**config.mk**
```make
export PLATFORM = sky130hd
export DESIGN_NAME = cpm_alu
export DESIGN_NICKNAME = d
export VERILOG_FILES = /design/src/hdl/cpm_pkg.sv /design/src/hdl/cpm_alu.sv
export SDC_FILE = /design/constraint.sdc
export NUM_CORES = 1
export LEC_CHECK = 0
export ABC_AREA = 1
export BUFFER_PORTS_ARGS = -buffer_cell sky130_fd_sc_hd__buf_2
export CORE_ASPECT_RATIO = 1.75
export CORE_MARGIN = 4
export CORE_UTILIZATION = 35
export DETAILED_ROUTE_END_ITERATION = 10
export SLEW_MARGIN = 30
export SYNTH_ARGS = -nofsm -noshare
export SYNTH_HDL_FRONTEND = slang
export SYNTH_SLANG_ARGS = --single-unit
export TNS_END_PERCENT = 10
```
**constraint.sdc**
```tcl
create_clock -name vclk -period 6.9
set_input_delay 0.69 -clock vclk [all_inputs]
set_output_delay 0.69 -clock vclk [all_outputs]
set_load 0.02 [all_outputs]
```
**src/hdl/cpm_pkg.sv**
```systemverilog
package cpm_pkg;

  localparam int unsigned MAX_TASKS_DEF     = 1024;
  localparam int unsigned MAX_EDGES_DEF     = 4096;
  localparam int unsigned DURATION_BITS_DEF = 16;

  localparam int unsigned MAKESPAN_W   = 26;
  localparam int unsigned TASK_COUNT_W = 11;
  localparam logic [TASK_COUNT_W-1:0] TASK_COUNT_RST = TASK_COUNT_W'(1);
  localparam logic [MAKESPAN_W-1:0]   MAKESPAN_MAX   = '1;

  typedef enum logic [1:0] {
    CMD_SET_DURATION = 2'd0,
    CMD_ADD_EDGE     = 2'd1,
    CMD_RUN          = 2'd2,
    CMD_NOP          = 2'd3
  } cmd_e;

  typedef struct packed {
    cmd_e        command;
    logic [9:0]  task_index;
    logic [15:0] duration_value;
    logic [9:0]  edge_from;
    logic [9:0]  edge_to;
  } in_word_t;

  typedef struct packed {
    logic [MAKESPAN_W-1:0]   makespan;
    logic [TASK_COUNT_W-1:0] ordered_count;
    logic                    cycle_found;
    logic                    edge_overflow;
  } out_word_t;

  typedef enum logic [1:0] {
    ALU_ADD,
    ALU_MAX,
    ALU_INC,
    ALU_DEC
  } alu_op_e;

  typedef enum logic [4:0] {
    S_CLEAR,
    S_IDLE,
    S_EDGE_RD,
    S_EDGE_WR,
    S_INIT,
    S_DEG_HEAD,
    S_DEG_FIRST,
    S_DEG_CHK,
    S_DEG_TGT,
    S_DEG_INC,
    S_SCAN,
    S_SCAN_CHK,
    S_POP,
    S_POP_U,
    S_POP_F,
    S_POP_S,
    S_REL_CHK,
    S_REL_TGT,
    S_REL_EST,
    S_REL_DEG,
    S_DONE
  } state_e;

endpackage

```
**src/hdl/cpm_alu.sv**
```systemverilog
module cpm_alu
  import cpm_pkg::*;
#(
  parameter int unsigned W = 26
) (
  input  alu_op_e      op_i,
  input  logic [W-1:0] a_i,
  input  logic [W-1:0] b_i,
  output logic [W-1:0] res_o,
  output logic         zero_o
);

  always_comb begin
    unique case (op_i)
      ALU_ADD: res_o = a_i + b_i;
      ALU_MAX: res_o = (a_i > b_i) ? a_i : b_i;
      ALU_INC: res_o = a_i + W'(1);
      ALU_DEC: res_o = a_i - W'(1);
      default: res_o = a_i;
    endcase
  end

  assign zero_o = (res_o == '0);

endmodule

```
==> results of run 1 <==
-- cell usage after synthesis, types with 2 or more instances --
master    count
nand4_1      10
o31ai_1       2
a21o_1        4
inv_1       101
inv_2         2
nand3_4       2
o21ai_2       2
nand3b_1     18
nand3_1      73
o21ai_1       5
xor2_1        6
o21ai_0      47
buf_6         3
nor2_1       74
nor2_4        4
nor3_2        3
ha_1         52
nor2_2        2
clkbuf_1      8
nand2_2       4
o21bai_1      2
buf_2         2
a31oi_1       4
nand2_1     224
nor3_1       10
a21oi_1      44
or2_2         3
-- worst paths after layout --
check	startpoint	cells past startpoint	slack [ns]	endpoint
worst max-delay path	b_i[0]	26	1.61	zero_o
worst min-delay path	a_i[4]	5	1.91	res_o[4]
-- cells by family after synthesis --
group	after synthesis	synth area share, %
AOI/OAI and AO/OA	114	16.22
and+or+nand+nor	433	51.64
xor gates and xnor gates	7	1.622
adders and majority gates	53	17.74
buffers and inverters	119	12.78
-- cell type report --
| cell class | count | area share, % |
|---|---|---|
| multi-input combinational | 607 | 77.20 |
| timing repair buffer | 83 | 9.845 |
| inverter | 104 | 9.141 |
| tap | 130 | 3.809 |
-- critical path: stages --
cell     delay [ns]
buf_2          0.11
inv_1          0.12
ha_1           0.19
nand2_1        0.13
nor3_2         0.25
nand4_1        0.21
nor2_1         0.23
nand4_1        0.21
nor3_1         0.20
o21ai_1        0.10
ha_1           0.40
nand2_1        0.12
nor2_1         0.19
inv_1          0.09
nor3_2         0.15
nand4_1        0.16
nand3_1        0.12
nand2_1        0.05
nand3_1        0.15
nand2_1        0.09
nor2_1         0.10
nand2_1        0.05
nor2_1         0.08
nand2_1        0.13
nor2_2         0.12
buf_2          0.16
-- power by group through the flow --
stage | Combinational [uW] | Sequential (uW) | Clock, uW
2_1_floorplan | 301 | 0 | 0
3_3_place_gp | 431 | 0 | 0
3_5_place_dp | 431 | 0 | 0
4_1_cts | 434 | 0 | 0
5_1_grt | 484 | 0 | 0
6_report | 434 | 0 | 0
-- metrics by stage --
stage / cell area, sq um / total power [uW] / instances
finish: 4270 / 433.8 / 924
global route: 4270 / 483.7 / 924
CTS: 4270 / 433.5 / 924
detailed placement: 4270 / 430.9 / 924
global placement: 4270 / 431.4 / 924
floorplan: 3780 / 300.6 / 726
-- layer usage --
metal,track usage (%),vias up
met1,23.08,2186
met5,0,-
li1,-,2520
met4,10.61,0
met2,43.33,173
met3,0.7365,51
==> reports/qor.yml, run 1 <==
run_status: "complete, no violations"
switchingPower_uw: 291.9
route.top_layer_used: "met4"
place.port_buffers: 81
start_util_pct: 35.54
layout.cells.most_common: "nand2_1"
setup_slack_ns: 1.612
final.hold.worst_slack_ns: 1.909
place.gp.congestion: 0.9488
drt_pre_antenna_iters: 8
initial_antenna_violation_count: 0
netlist-cell-type-count: 42
antenna_violating_nets_post_route: 0
share_clk_of_total_power_pct: 0
comb_power_share_pct: 100.0
global_route_wire_length_before_repair_um: 22700
ys_warn_count: 0
ioPinCount: 81
power_density_nw_per_um2: 101.6
rsz0062_at_grt: "false"
kind_of_launch_point_of_the_worst_setup_path: "input pin"
number_of_pins_with_negative_max_slew_slack_in_the_final_report: 0
timing.critical_path.required_ns: 6.21
synth.yosys.seq_area_share_pct: 0
type_of_the_setup_path_with_the_least_slack: "in -> out"
die-width_um: 86.56
drt-met1-wl_um: 5240
post_cts_resized: 0
peakVddDrop_v: 0.00008493
area.sequential_sq_um: 0
routed_via_count: 4930
post-route-drc-count: 0
place.detailed.hpwl_um: 12270
drtIter0Drc: 252
synth_top_cells_by_area: "nand2_1 22%, ha_1 17%, inv_1 10%, nand3_1 9.7%, nor2_1 7.3%"
highest_clock_frequency_the_design_can_meet_ghz: 0.1891
num_antenna_cells: 0
worst_slew_pin_slew_ns: 0.7916
cellInternalPower_uw: 142.0
drive_above_1_share_pct: 13.60
postRouteWirelength_um: 14390
final.min_clock_period_ns: 5.288
clkbuf_count: 0
floorplan.rows: 50
max-slew-margin-rel_pct: 47.10
number_of_sequential_cells_in_the_layout: 0
multi_input_area_sq_um: 3297
critPathCaptureType: "output port"
post_synthesis_cell_count: 726
grt_overflow: 0
worst_hold_path_type: "in -> out"
dr_wl_met2_um: 7705
largest_area_contributor_in_the_synthesized_netlist: "nand2_1"
synthesis.area_sq_um: 3780
chipHeight_um: 145.5
synth.avg_cell_area_sq_um: 5.206
finish.net_count: 903
final_period_util_pct: 76.64
hold_viol_final: 0
core_sq_um: 10640
fillers: 1260
synth_nets: 833
maxCapViolations: 0
grt_max_degree: 29
crit_path_max_fo: 5
power_frac_seq_pct: 0
finish.utilization_pct: 40.15
gr-usage-all-layers_pct: 22.15
post-cts-setup-buffer-count: 0
avgViaCountPerCell: 5.335
mean_routed_wirelength_per_cell_um: 15.57
final_cell_mix: "224 x nand2_1, 101 x inv_1, 81 x buf_2, 74 x nor2_1, 73 x nand3_1"
timing.critical_path.arrival_ns: 4.60
first_global_vias: 4728
setup_total_negative_slack_ns: 0
synth_top_area_share_pct: 22.24
placement.setup.worst_slack_ns: 1.696
cts.hold.buffers_added: 0
fp.dieArea_sq_um: 12590
wire_length_on_met3_um: 585
syn2layout_area_growth_pct: 12.98
swShare_pct: 67.28
power_leakage_uw: 0.002432
finalSetupViolations: 0
No activity file was read; power rests on OpenSTA's default activity.
==> run 2: changes to the inputs <==
clock period = 4.99 ns   (was 6.9 ns; I/O delays follow)
==> run 2 against run 1 <==
Power grew 41%. Combinational power grew 41%. Count of clock-buffer cells in the layout is the same. Non-clock buffer count grew 5. First-iteration DRC count shrank 9.9%. Core utilization grew 0.81 points. Worst setup slack lost 1.3 ns. Design area grew 2.0%. Global-route usage grew 0.14 points. Final cell count grew 0.54%. Via count grew 0.65%. Routed wire length grew 0.82%.
==> reports/qor.yml, run 2 (synthesized netlist as in run 1, its figures left out) <==
drtIter0Drc: 227
run_status: "complete, no violations"
number_of_pins_with_negative_max_slew_slack_in_the_final_report: 0
post-route-drc-count: 0
final_period_util_pct: 92.84
syn2layout_area_growth_pct: 15.26
place.detailed.hpwl_um: 12370
final.hold.worst_slack_ns: 1.521
ioPinCount: 81
kind_of_launch_point_of_the_worst_setup_path: "input pin"
multi_input_area_sq_um: 3343
global_route_wire_length_before_repair_um: 22720
finish.utilization_pct: 40.96
place.port_buffers: 81
place.gp.congestion: 0.9513
clkbuf_count: 0
drive_above_1_share_pct: 15.52
floorplan.rows: 50
postRouteWirelength_um: 14510
antenna_violating_nets_post_route: 0
grt_max_degree: 29
initial_antenna_violation_count: 0
final_design_area_no_fill_sq_um: 4357
grt_overflow: 0
mean_routed_wirelength_per_cell_um: 15.61
area.sequential_sq_um: 0
worst_slew_pin_slew_ns: 0.6591
critPathCaptureType: "output port"
timing.critical_path.arrival_ns: 4.13
power_leakage_uw: 0.002468
peakVddDrop_v: 0.0001167
hold_viol_final: 0
hold_path.startpoint: "b_i[2]"
drt_pre_antenna_iters: 5
core_sq_um: 10640
number_of_sequential_cells_in_the_layout: 0
setup_slack_ns: 0.3571
source_of_the_critical_timing_path: "b_i[0]"
first_global_vias: 4814
type_of_the_setup_path_with_the_least_slack: "in -> out"
highest_clock_frequency_the_design_can_meet_ghz: 0.2158
cts.hold.buffers_added: 0
gr-usage-all-layers_pct: 22.29
crit_path_max_fo: 5
layout.cells.most_common: "nand2_1"
placement.setup.worst_slack_ns: 0.2302
finish.net_count: 908
start_util_pct: 35.54
final_cell_mix: "221 x nand2_1, 99 x inv_1, 80 x buf_2, 73 x nand3_1, 70 x nor2_1"
final.min_clock_period_ns: 4.633
worst_hold_path_type: "in -> out"
setup_total_negative_slack_ns: 0
die-width_um: 86.56
timing.critical_path.required_ns: 4.49
num_antenna_cells: 0
power_density_nw_per_um2: 140.8
chipHeight_um: 145.5
finalSetupViolations: 0
fp.dieArea_sq_um: 12590
avgViaCountPerCell: 5.341
routed_via_count: 4962
fillers: 1275
placement.cell_area_sq_um: 4278
max-slew-margin-rel_pct: 56.01
maxCapViolations: 0
-- run 2: changes by cell type in the layout (fill, tap and decap cells not counted), sizes merged --
cell  before  now
buf       83   88
-- run 2: metal layers --
metal	vias up	wire length [um]	GRT usage [%]	share of wire (%)
li1	2529	-	-	-
met1	2186	5165	23.15	36
met2	183	7722	42.79	53
met3	64	614	0.7365	4.2
met4	0	1003	12.48	6.9
met5	-	0	0	0
-- run 2: cell type report --
| cell class | count | area share (%) |
|---|---|---|
| tap | 130 | 3.733 |
| multi-input combinational | 607 | 76.74 |
| inverter | 104 | 8.960 |
| timing repair buffer | 88 | 10.57 |
-- run 2: where the power goes --
part,switching [uW],leakage (uW),total [uW],internal [uW]
Combinational,412,0.00247,613,201
Clock,0,0,0,0
Sequential,0,0,0,0
-- run 2: critical path: stages --
cell and delay, ns:
buf_2 0.11, inv_2 0.08, ha_2 0.19, nand2_2 0.10, nor3_4 0.21, nand4_1 0.20
nor2_2 0.19, nand4_1 0.22, nor3_1 0.23, o21ai_1 0.10, ha_1 0.39, nand2_2 0.12
nor2_4 0.11, inv_1 0.09, nor3_4 0.13, nand4_1 0.16, nand3_1 0.12, nand2_1 0.05
nand3_1 0.12, nand2_1 0.09, nor2_2 0.10, nand2_1 0.08, nor2_1 0.09, nand2_1 0.10
nor2_2 0.12, buf_4 0.14
-- run 2: through the flow --
stage,instances,power [uW]
2_1_floorplan,726,415.7
3_3_place_gp,925,597.3
3_5_place_dp,925,598.1
4_1_cts,925,601.5
5_1_grt,929,684.5
6_report,929,613.3
-- run 2: final timing paths --
kind / end / slack [ns] / depth (start not counted)
setup / recovery: zero_o / 0.36 / 26
hold / removal: res_o[2] / 1.52 / 6
-- run 2: repair_timing --
item	CTS	global route
setup endpoints to repair	0	1
buffers inserted	0	4
gates resized for setup	0	18
